[src/design/lpcp_pkg.sv]
package lpcp_pkg;

   localparam int IN_WORDS    = 64;
   localparam int IDX_W       = (IN_WORDS > 1) ? $clog2(IN_WORDS) : 1;
   localparam int RD_W        = 12;
   localparam int RAM_AW      = IDX_W + 1;
   localparam int QUEUE_DEPTH = 4;
   localparam int QPTR_W      = $clog2(QUEUE_DEPTH);
   localparam int QCNT_W      = QPTR_W + 1;
   localparam int CSR_AW      = 3;
   localparam int CSR_DW      = 32;

   localparam logic [RD_W-1:0]  OWPL_RESET   = 12'd64;
   localparam logic [RD_W-1:0]  IN_WORDS_RD  = RD_W'(IN_WORDS);
   localparam logic [IDX_W-1:0] LAST_WR_IDX  = IDX_W'(IN_WORDS - 1);
   localparam logic             CSR_IDX_OWPL = 1'b0;

   // Per-beat issue record handed from the front to the back.
   typedef struct packed {
      logic       start;
      logic       strb;
      logic [3:0] id;
      logic [3:0] dest;
      logic       zero;
      logic       fwd_hi;
      logic       fwd_lo;
      logic [7:0] byte_val;
   } issue_type;

   typedef struct packed {
      logic [15:0] word;
      logic        strb;
      logic        start;
      logic [3:0]  id;
      logic [3:0]  dest;
   } result_type;

endpackage

[src/design/lpcp_ram.sv]
module lpcp_ram #(
   parameter int ADDR_W = 7,
   parameter int DATA_W = 8
) (
   input  logic              clock,
   input  logic              we,
   input  logic [ADDR_W-1:0] waddr,
   input  logic [DATA_W-1:0] wdata,
   input  logic [ADDR_W-1:0] raddr,
   output logic [DATA_W-1:0] rdata
);

   localparam int DEPTH = 1 << ADDR_W;

   logic [DATA_W-1:0] mem [DEPTH];
   logic [DATA_W-1:0] rdata_ff;

   always_ff @(posedge clock) begin
      if (we) begin
         mem[waddr] <= wdata;
      end
   end

   always_ff @(posedge clock) begin
      rdata_ff <= mem[raddr];
   end

   assign rdata = rdata_ff;

endmodule

[src/design/lpcp_front.sv]
module lpcp_front (
   input  logic                          clock,
   input  logic                          reset,
   input  logic                          accept,
   input  logic [7:0]                    in_byte,
   input  logic                          in_strb,
   input  logic [3:0]                    in_id,
   input  logic [3:0]                    in_dest,
   input  logic [lpcp_pkg::RD_W-1:0]     owpl,
   output logic                          ram_we_hi,
   output logic                          ram_we_lo,
   output logic [lpcp_pkg::RAM_AW-1:0]   ram_waddr,
   output logic [7:0]                    ram_wdata,
   output logic [lpcp_pkg::RAM_AW-1:0]   ram_raddr,
   output logic                          emit,
   output lpcp_pkg::issue_type           issue
);

   logic [lpcp_pkg::IDX_W-1:0] wr_idx_ff, wr_idx_in;
   logic                       phase_ff, phase_in;
   logic                       wr_b_ff, wr_b_in;
   logic                       a_full_ff, a_full_in;
   logic                       b_full_ff, b_full_in;
   logic [lpcp_pkg::RD_W-1:0]  ridx_a_ff, ridx_a_in;
   logic [lpcp_pkg::RD_W-1:0]  ridx_b_ff, ridx_b_in;
   logic                       start_ff, start_in;

   logic [lpcp_pkg::RD_W-1:0]  rd_idx;
   logic                       in_range;
   logic                       fwd;
   logic                       wrap;

   assign ram_waddr = {wr_b_ff, wr_idx_ff};
   assign ram_wdata = in_byte;
   assign ram_we_hi = accept && !phase_ff;
   assign ram_we_lo = accept && phase_ff;

   // Store B wins when both are full.
   assign rd_idx    = b_full_ff ? ridx_b_ff : ridx_a_ff;
   assign in_range  = rd_idx < lpcp_pkg::IN_WORDS_RD;
   assign ram_raddr = {b_full_ff, rd_idx[lpcp_pkg::IDX_W-1:0]};
   assign fwd       = in_range && (wr_b_ff == b_full_ff)
                      && (wr_idx_ff == rd_idx[lpcp_pkg::IDX_W-1:0]);
   assign emit      = a_full_ff || b_full_ff;
   assign wrap      = wr_idx_ff == lpcp_pkg::LAST_WR_IDX;

   always_comb begin
      issue.start    = start_ff;
      issue.strb     = in_strb;
      issue.id       = in_id;
      issue.dest     = in_dest;
      issue.zero     = !in_range;
      issue.fwd_hi   = fwd && !phase_ff;
      issue.fwd_lo   = fwd && phase_ff;
      issue.byte_val = in_byte;
   end

   always_comb begin
      wr_idx_in = wr_idx_ff;
      phase_in  = !phase_ff;
      wr_b_in   = wr_b_ff;
      a_full_in = a_full_ff;
      b_full_in = b_full_ff;
      ridx_a_in = a_full_ff ? ridx_a_ff + 1'b1 : ridx_a_ff;
      ridx_b_in = b_full_ff ? ridx_b_ff + 1'b1 : ridx_b_ff;
      start_in  = emit ? 1'b0 : start_ff;
      if (phase_ff) begin
         if (wrap) begin
            wr_idx_in = '0;
            wr_b_in   = !wr_b_ff;
            start_in  = 1'b1;
            if (wr_b_ff) begin
               b_full_in = 1'b1;
            end else begin
               a_full_in = 1'b1;
            end
         end else begin
            wr_idx_in = wr_idx_ff + 1'b1;
         end
      end
      if (ridx_a_in == owpl) begin
         a_full_in = 1'b0;
         ridx_a_in = '0;
      end
      if (ridx_b_in == owpl) begin
         b_full_in = 1'b0;
         ridx_b_in = '0;
      end
   end

   always_ff @(posedge clock) begin
      if (reset) begin
         wr_idx_ff <= '0;
         phase_ff  <= 1'b0;
         wr_b_ff   <= 1'b0;
         a_full_ff <= 1'b0;
         b_full_ff <= 1'b0;
         ridx_a_ff <= '0;
         ridx_b_ff <= '0;
         start_ff  <= 1'b0;
      end else if (accept) begin
         wr_idx_ff <= wr_idx_in;
         phase_ff  <= phase_in;
         wr_b_ff   <= wr_b_in;
         a_full_ff <= a_full_in;
         b_full_ff <= b_full_in;
         ridx_a_ff <= ridx_a_in;
         ridx_b_ff <= ridx_b_in;
         start_ff  <= start_in;
      end
   end

endmodule

[src/design/lpcp_back.sv]
module lpcp_back (
   input  logic                clock,
   input  logic                reset,
   input  logic                issue_valid,
   input  lpcp_pkg::issue_type issue,
   input  logic [7:0]          ram_rdata_hi,
   input  logic [7:0]          ram_rdata_lo,
   input  logic                rsp_stall,
   output logic                room,
   output logic                rsp_valid,
   output lpcp_pkg::result_type rsp
);

   logic                          s1_valid_ff;
   lpcp_pkg::issue_type           s1_ff;
   lpcp_pkg::result_type          merged;
   lpcp_pkg::result_type          q_ff [lpcp_pkg::QUEUE_DEPTH];
   logic [lpcp_pkg::QPTR_W-1:0]   wr_ptr_ff;
   logic [lpcp_pkg::QPTR_W-1:0]   rd_ptr_ff;
   logic [lpcp_pkg::QCNT_W-1:0]   cnt_ff, cnt_in;
   logic [lpcp_pkg::QCNT_W-1:0]   used;
   logic                          push;
   logic                          pop;

   // Merge the registered RAM read with the byte written in the same beat.
   always_comb begin
      merged.word[15:8] = s1_ff.fwd_hi ? s1_ff.byte_val : ram_rdata_hi;
      merged.word[7:0]  = s1_ff.fwd_lo ? s1_ff.byte_val : ram_rdata_lo;
      if (s1_ff.zero) begin
         merged.word = '0;
      end
      merged.strb  = s1_ff.strb;
      merged.start = s1_ff.start;
      merged.id    = s1_ff.id;
      merged.dest  = s1_ff.dest;
   end

   assign push      = s1_valid_ff;
   assign rsp_valid = cnt_ff != '0;
   assign pop       = rsp_valid && !rsp_stall;
   assign rsp       = q_ff[rd_ptr_ff];
   assign used      = cnt_ff + lpcp_pkg::QCNT_W'(s1_valid_ff);
   assign room      = used < lpcp_pkg::QCNT_W'(lpcp_pkg::QUEUE_DEPTH);
   assign cnt_in    = cnt_ff + lpcp_pkg::QCNT_W'(push) - lpcp_pkg::QCNT_W'(pop);

   always_ff @(posedge clock) begin
      if (issue_valid) begin
         s1_ff <= issue;
      end
      if (push) begin
         q_ff[wr_ptr_ff] <= merged;
      end
   end

   always_ff @(posedge clock) begin
      if (reset) begin
         s1_valid_ff <= 1'b0;
         wr_ptr_ff   <= '0;
         rd_ptr_ff   <= '0;
         cnt_ff      <= '0;
      end else begin
         s1_valid_ff <= issue_valid;
         cnt_ff      <= cnt_in;
         if (push) begin
            wr_ptr_ff <= wr_ptr_ff + 1'b1;
         end
         if (pop) begin
            rd_ptr_ff <= rd_ptr_ff + 1'b1;
         end
      end
   end

endmodule

[src/design/line_pack_crop_pad.sv]
// Ping-pong line buffer with byte-to-word packing and crop/pad on readout.
// Every req beat carries one pixel byte; byte pairs pack into 16-bit words
// (first byte high) and land in line store A or B, each IN_WORDS words deep,
// both held in one pair of byte-wide RAMs. When a store fills, it turns full,
// writing moves to the other store, and the next emitted rsp beat carries
// start. While a store is full, each req beat yields one rsp beat: stored
// words first, then zeros, until out_words_per_line words (CSR at byte
// address 0, reset 64) have gone out; store B is read when both are full.
// Throughput is one req beat per clock while req_stall is low. A word
// reaches rsp through the registered RAM read and then the result queue.
// The queue holds four beats; req_stall rises once queued plus in-flight
// beats reach four, and it never looks at rsp_stall in the same cycle. No
// clearing pass runs after reset; the block is ready at once.
module line_pack_crop_pad (
   input  logic                          clock,
   input  logic                          reset,
   input  logic                          req_valid,
   output logic                          req_stall,
   input  logic [7:0]                    req_in_byte,
   input  logic                          req_in_strb,
   input  logic [3:0]                    req_in_id,
   input  logic [3:0]                    req_in_dest,
   output logic                          rsp_valid,
   input  logic                          rsp_stall,
   output logic [15:0]                   rsp_out_word,
   output logic                          rsp_out_strb,
   output logic                          rsp_out_keep,
   output logic                          rsp_out_start,
   output logic [3:0]                    rsp_out_id,
   output logic [3:0]                    rsp_out_dest,
   input  logic                          psel,
   input  logic                          penable,
   input  logic                          pwrite,
   input  logic [lpcp_pkg::CSR_AW-1:0]   paddr,
   input  logic [lpcp_pkg::CSR_DW-1:0]   pwdata,
   output logic [lpcp_pkg::CSR_DW-1:0]   prdata,
   output logic                          pready
);

   logic [lpcp_pkg::RD_W-1:0]   owpl_ff, owpl_in;
   logic                        csr_wr;
   logic                        sel_owpl;

   logic                        accept;
   logic                        room;
   logic                        emit;
   logic                        issue_valid;
   lpcp_pkg::issue_type         issue;
   lpcp_pkg::result_type        rsp;

   logic                        ram_we_hi;
   logic                        ram_we_lo;
   logic [lpcp_pkg::RAM_AW-1:0] ram_waddr;
   logic [7:0]                  ram_wdata;
   logic [lpcp_pkg::RAM_AW-1:0] ram_raddr;
   logic [7:0]                  ram_rdata_hi;
   logic [7:0]                  ram_rdata_lo;

   // Register file: one register, words per output line.
   assign pready   = 1'b1;
   assign sel_owpl = paddr[2] == lpcp_pkg::CSR_IDX_OWPL;
   assign csr_wr   = psel && penable && pwrite && pready;
   assign owpl_in  = (csr_wr && sel_owpl) ? pwdata[lpcp_pkg::RD_W-1:0] : owpl_ff;
   assign prdata   = sel_owpl ? lpcp_pkg::CSR_DW'(owpl_ff) : '0;

   always_ff @(posedge clock) begin
      if (reset) begin
         owpl_ff <= lpcp_pkg::OWPL_RESET;
      end else begin
         owpl_ff <= owpl_in;
      end
   end

   // Take a beat whenever the back has room for everything in flight.
   assign req_stall   = !room;
   assign accept      = req_valid && !req_stall;
   assign issue_valid = accept && emit;

   lpcp_front u_front (
      .clock     (clock),
      .reset     (reset),
      .accept    (accept),
      .in_byte   (req_in_byte),
      .in_strb   (req_in_strb),
      .in_id     (req_in_id),
      .in_dest   (req_in_dest),
      .owpl      (owpl_ff),
      .ram_we_hi (ram_we_hi),
      .ram_we_lo (ram_we_lo),
      .ram_waddr (ram_waddr),
      .ram_wdata (ram_wdata),
      .ram_raddr (ram_raddr),
      .emit      (emit),
      .issue     (issue)
   );

   // High and low byte lanes of both line stores; the top address bit picks B.
   lpcp_ram #(
      .ADDR_W (lpcp_pkg::RAM_AW),
      .DATA_W (8)
   ) u_ram_hi (
      .clock (clock),
      .we    (ram_we_hi),
      .waddr (ram_waddr),
      .wdata (ram_wdata),
      .raddr (ram_raddr),
      .rdata (ram_rdata_hi)
   );

   lpcp_ram #(
      .ADDR_W (lpcp_pkg::RAM_AW),
      .DATA_W (8)
   ) u_ram_lo (
      .clock (clock),
      .we    (ram_we_lo),
      .waddr (ram_waddr),
      .wdata (ram_wdata),
      .raddr (ram_raddr),
      .rdata (ram_rdata_lo)
   );

   lpcp_back u_back (
      .clock        (clock),
      .reset        (reset),
      .issue_valid  (issue_valid),
      .issue        (issue),
      .ram_rdata_hi (ram_rdata_hi),
      .ram_rdata_lo (ram_rdata_lo),
      .rsp_stall    (rsp_stall),
      .room         (room),
      .rsp_valid    (rsp_valid),
      .rsp          (rsp)
   );

   assign rsp_out_word  = rsp.word;
   assign rsp_out_strb  = rsp.strb;
   assign rsp_out_keep  = 1'b1;
   assign rsp_out_start = rsp.start;
   assign rsp_out_id    = rsp.id;
   assign rsp_out_dest  = rsp.dest;

   // An emitting beat must show up at rsp once it has passed the s1 register and the result queue.
   a_emit_reaches_rsp : assert property (@(posedge clock) disable iff (reset)
      issue_valid |=> ##1 rsp_valid)
      else $error("emitted beat did not reach rsp");

   // A beat writes exactly one byte lane; an idle cycle writes none.
   a_one_lane : assert property (@(posedge clock) disable iff (reset)
      $onehot0({ram_we_hi, ram_we_lo}) && ((ram_we_hi || ram_we_lo) == accept))
      else $error("byte lane write mismatch");

   // After a stalled cycle without room, a beat is accepted only when the back has room.
   a_no_accept_when_full : assert property (@(posedge clock) disable iff (reset)
      (rsp_valid && rsp_stall && !room) |=> (!accept || room))
      else $error("accept without room");

endmodule
[config.mk]
export PLATFORM = sky130hd
export DESIGN_NAME = line_pack_crop_pad
export DESIGN_NICKNAME = d
export VERILOG_FILES = /design/src/design/lpcp_pkg.sv /design/src/design/lpcp_ram.sv /design/src/design/lpcp_front.sv /design/src/design/lpcp_back.sv /design/src/design/line_pack_crop_pad.sv
export SDC_FILE = /design/constraint.sdc
export NUM_CORES = 2
export LEC_CHECK = 0
export ABC_AREA = 1
export BUFFER_PORTS_ARGS = -buffer_cell sky130_fd_sc_hd__clkbuf_2
export CAP_MARGIN = 10
export CORE_MARGIN = 1
export CORE_UTILIZATION = 40
export CTS_BUF_LIST = sky130_fd_sc_hd__clkbuf_8
export DETAILED_ROUTE_END_ITERATION = 8
export SYNTH_ARGS = -nofsm -noshare
export SYNTH_HDL_FRONTEND = slang
export SYNTH_SLANG_ARGS = --single-unit
[constraint.sdc]
create_clock -name clock -period 3.47 [get_ports clock]
set_input_delay 0.5205 -clock clock [delete_from_list [all_inputs] [get_ports clock]]
set_output_delay 0.5205 -clock clock [all_outputs]
set_load 0.005 [all_outputs]
==> out/results.txt <==
drt via density - 5.42
critical path endpoint category - flop
Synth Register Bits - 2246
Setup TNS - 0 ns
CP startpoint kind - flop
clk root buf - clkbuf_8
Setup-failing EPs final - 0
vias in the first global route - 60105
die height - 481 um
flop2flop setup slack - 0.12 ns
Placement Rows - 175
core footprint - 228000 sq um
DRT antenna net count - 0
Slew HR - 19.1%
CP Data Required Time - 4.43 ns
placed cell area - 98000 sq um
IO Count - 121
RSZ-0062 raised after global routing - no
router iterations before antenna repair - 6
WL/cell - 22.0 um
die width - 481 um
Worst Hold Launch - req_valid
Post-synth EDFFs - 2173
Die ar. - 232000 sq um
layout cells sized above 1 - 11.4%
multi-input logic area - 22300 sq um
Worst Setup Path Type - reg2reg
fmax - 0.298 GHz
gr ovfl total - 0
Tcrit/Tclk final - 96.6%
R2R depth - 7
Syn Inst Count - 7918
Cell Area, Synth - 91900 sq um
Total Routing Usage GR - 21.7%
Worst Hold Path EP - u_front.phase_ff$_SDFFE_PP0P_
sequential cell area - 66700 sq um
max cap viols - 0
total CTS buffers - 376
Seq/Total Area, Yosys - 72.6%
worst-path maximum fanout - 26
average size of a mapped cell - 11.6 sq um
slew at the pin closest to its max-slew limit - 1.21 ns
Synth Warn # - 0
TritonCTS clock tree - built
Final nets - 8385
DRC Markers - 0
Final HPWL DP - 148000 um
Area Overhead vs Synth - 14.2%
Worst Skew - 0.0763 ns
VDD IR max - 0.448 mV
Power Dens Cells - 524 nW/um^2
H-tree depth - 5
worst slack, placed - 0.145 ns
leak pwr - 37.2 nW
port bufs - 76
final instance area - 105000 sq um
Final Slew Violations - 0
Initial Utilization - 40.3%
antenna violations before repair - 4
clk buf depth - 4
Clock Latency Late Sink - 1.10 ns
final hold vios - 0
RR Startpoint - u_front.b_full_ff$_SDFFE_PP0P_
commonest register cell after synthesis - edfxtp_1
worst flop-to-flop path endpoint - u_ram_hi.rdata[2]$_DFF_P_
CTS Sinks - 2246
Placer Congestion - 0.882
hold path cells - 5
min-delay worst type - in2reg
status - complete, no violations
largest net degree at the start of global routing - 106
Total Wirelength - 255000 um
first-pass GRT wire length - 380000 um
crit path time final - 3.35 ns
fin worst setup slack - 0.116 ns
share of flip-flops with an asynchronous set or reset - 0%
DRT iter0 DRCs - 6628
via count - 62837
WP data arrival - 4.32 ns
Reg clk slew, reported paths - 0.06 ns
Post-CTS Repair Setup Buffers - 0
Fillers - 20463
Final Power - 55.0 mW
Unique masters post-synth - 41
[per-stage QoR]
stage,hold WS (ns),utilization [%],instances
after detailed placement,0.433,43.0,10913
after global placement,0.433,43.0,10913
after global routing,0.137,46.0,11590
after floorplan,0.409,-,7938
final,0.160,46.0,11590
after CTS,0.0766,46.0,11588
[logic make-up (layout without fill, tap and decap cells)]
logic type	count (synthesis)	after routing	synth area share, %
AOI/OAI and AO/OA	175	175	1.02
adders and majority gates	11	11	0.150
xor gates and xnor gates	12	12	0.114
and+or+nand+nor	4801	4801	22.8
DFF	2246	2246	72.6
buffers and inverters	671	1312	3.33
other	2	24	0.00817
[placed cells by master (no fill, tap or decap), types with 3 or more instances in the layout]
cell and n:
nand3_1 2257, edfxtp_1 2173, nand2_1 2107, nor2_1 401, clkbuf_8 393, buf_4 356, inv_1 235, clkinv_1 80
buf_12 77, o21ai_0 76, dfxtp_1 72, clkbuf_2 68, a21oi_1 59, clkinv_2 38, dlygate4sd3_1 33, o22ai_1 27
conb_1 22, nand4_1 14, ha_1 11, xor2_1 10, bufinv_16 8, buf_8 8, nor3_1 7, clkinvlp_4 5
o21ai_4 4, nand2_8 3, inv_8 3, clkinv_4 3
[final cells by class]
| cell class | count | share of cell area [%] |
|---|---|---|
| diodes | 2 | 0.00477 |
| clock buffers | 393 | 5.15 |
| clock inverters | 249 | 1.19 |
| inverters | 128 | 0.495 |
| multi-input cells | 5021 | 21.2 |
| flip-flops and latches | 2246 | 63.6 |
| well taps | 3009 | 3.59 |
| repair buffers | 542 | 4.77 |
[state kept, by name (all words and copies together) (netlist names), 10 cells and up, named ones only]
signal,cells
owpl_ff,12
u_back.merged,10
u_back.q_ff,104
u_back.s1_ff,11
u_front.ridx_a_ff,12
u_front.ridx_b_ff,12
u_ram_hi.mem,1024
u_ram_lo.mem,1024
[power by group]
group          internal (mW)  switching (mW)
clock                   11.0            10.4
combinational          0.932            2.67
sequential              29.9           0.176
total                   41.8            13.2
[worst max path at each step]
| stage | from | to | cells after the start |
|---|---|---|---|
| after global placement | u_front.b_full_ff$_SDFFE_PP0P_ | u_ram_hi.rdata[2]$_DFF_P_ | 7 |
| after CTS | u_front.b_full_ff$_SDFFE_PP0P_ | u_ram_hi.rdata[2]$_DFF_P_ | 7 |
| after global routing | u_front.b_full_ff$_SDFFE_PP0P_ | u_ram_lo.rdata[0]$_DFF_P_ | 12 |
| final | u_front.b_full_ff$_SDFFE_PP0P_ | u_ram_hi.rdata[2]$_DFF_P_ | 7 |
| after detailed placement | u_front.b_full_ff$_SDFFE_PP0P_ | u_ram_hi.rdata[2]$_DFF_P_ | 7 |
| after floorplan | u_back.push$_SDFF_PP0_ | u_front.start_ff$_SDFFE_PP0P_ | 9 |
[routing by layer]
| metal | track usage [%] | share of wire (%) |
|---|---|---|
| met1 | 30.3 | 42 |
| met2 | 34.3 | 47 |
| met3 | 3.70 | 8.2 |
| met4 | 7.01 | 2.7 |
| met5 | 0 | 0.010 |
[cells in the mapped netlist (2+ instances only)]
cell type | instances | share of area, %
a21oi_1 | 60 | 0.33
ha_1 | 11 | 0.15
buf_6 | 2 | 0.025
clkbuf_1 | 157 | 0.64
nor3_1 | 7 | 0.038
inv_1 | 120 | 0.49
xnor2_1 | 2 | 0.019
inv_2 | 3 | 0.012
nand2_1 | 2108 | 8.6
o22ai_1 | 27 | 0.18
o21ai_0 | 77 | 0.42
dfxtp_1 | 73 | 1.6
conb_1 | 2 | 0.0082
clkinv_1 | 4 | 0.016
xor2_1 | 10 | 0.095
nor2_1 | 402 | 1.6
buf_4 | 43 | 0.35
nor4_1 | 2 | 0.014
edfxtp_1 | 2173 | 71
nand2_4 | 3 | 0.037
buf_1 | 49 | 0.20
o21ai_1 | 2 | 0.011
nand4_1 | 14 | 0.095
nand3_1 | 2259 | 12
buf_2 | 292 | 1.6
[worst max-delay path, cell delays in order (launching register included)]
cell,delay (ns)
dfxtp_2,0.44
buf_4,0.30
o21ai_4,0.94
inv_1,0.41
buf_4,0.35
nand3_1,0.31
nand3_1,0.29
nand2_1,0.15
[repair_timing]
item,in CTS,in global routing
endpoints found under the setup margin,0,1
hold endpoints to repair,436,0
hold buffers,33,0
gates resized for setup,0,1
No activity file was read; power rests on OpenSTA's default activity.
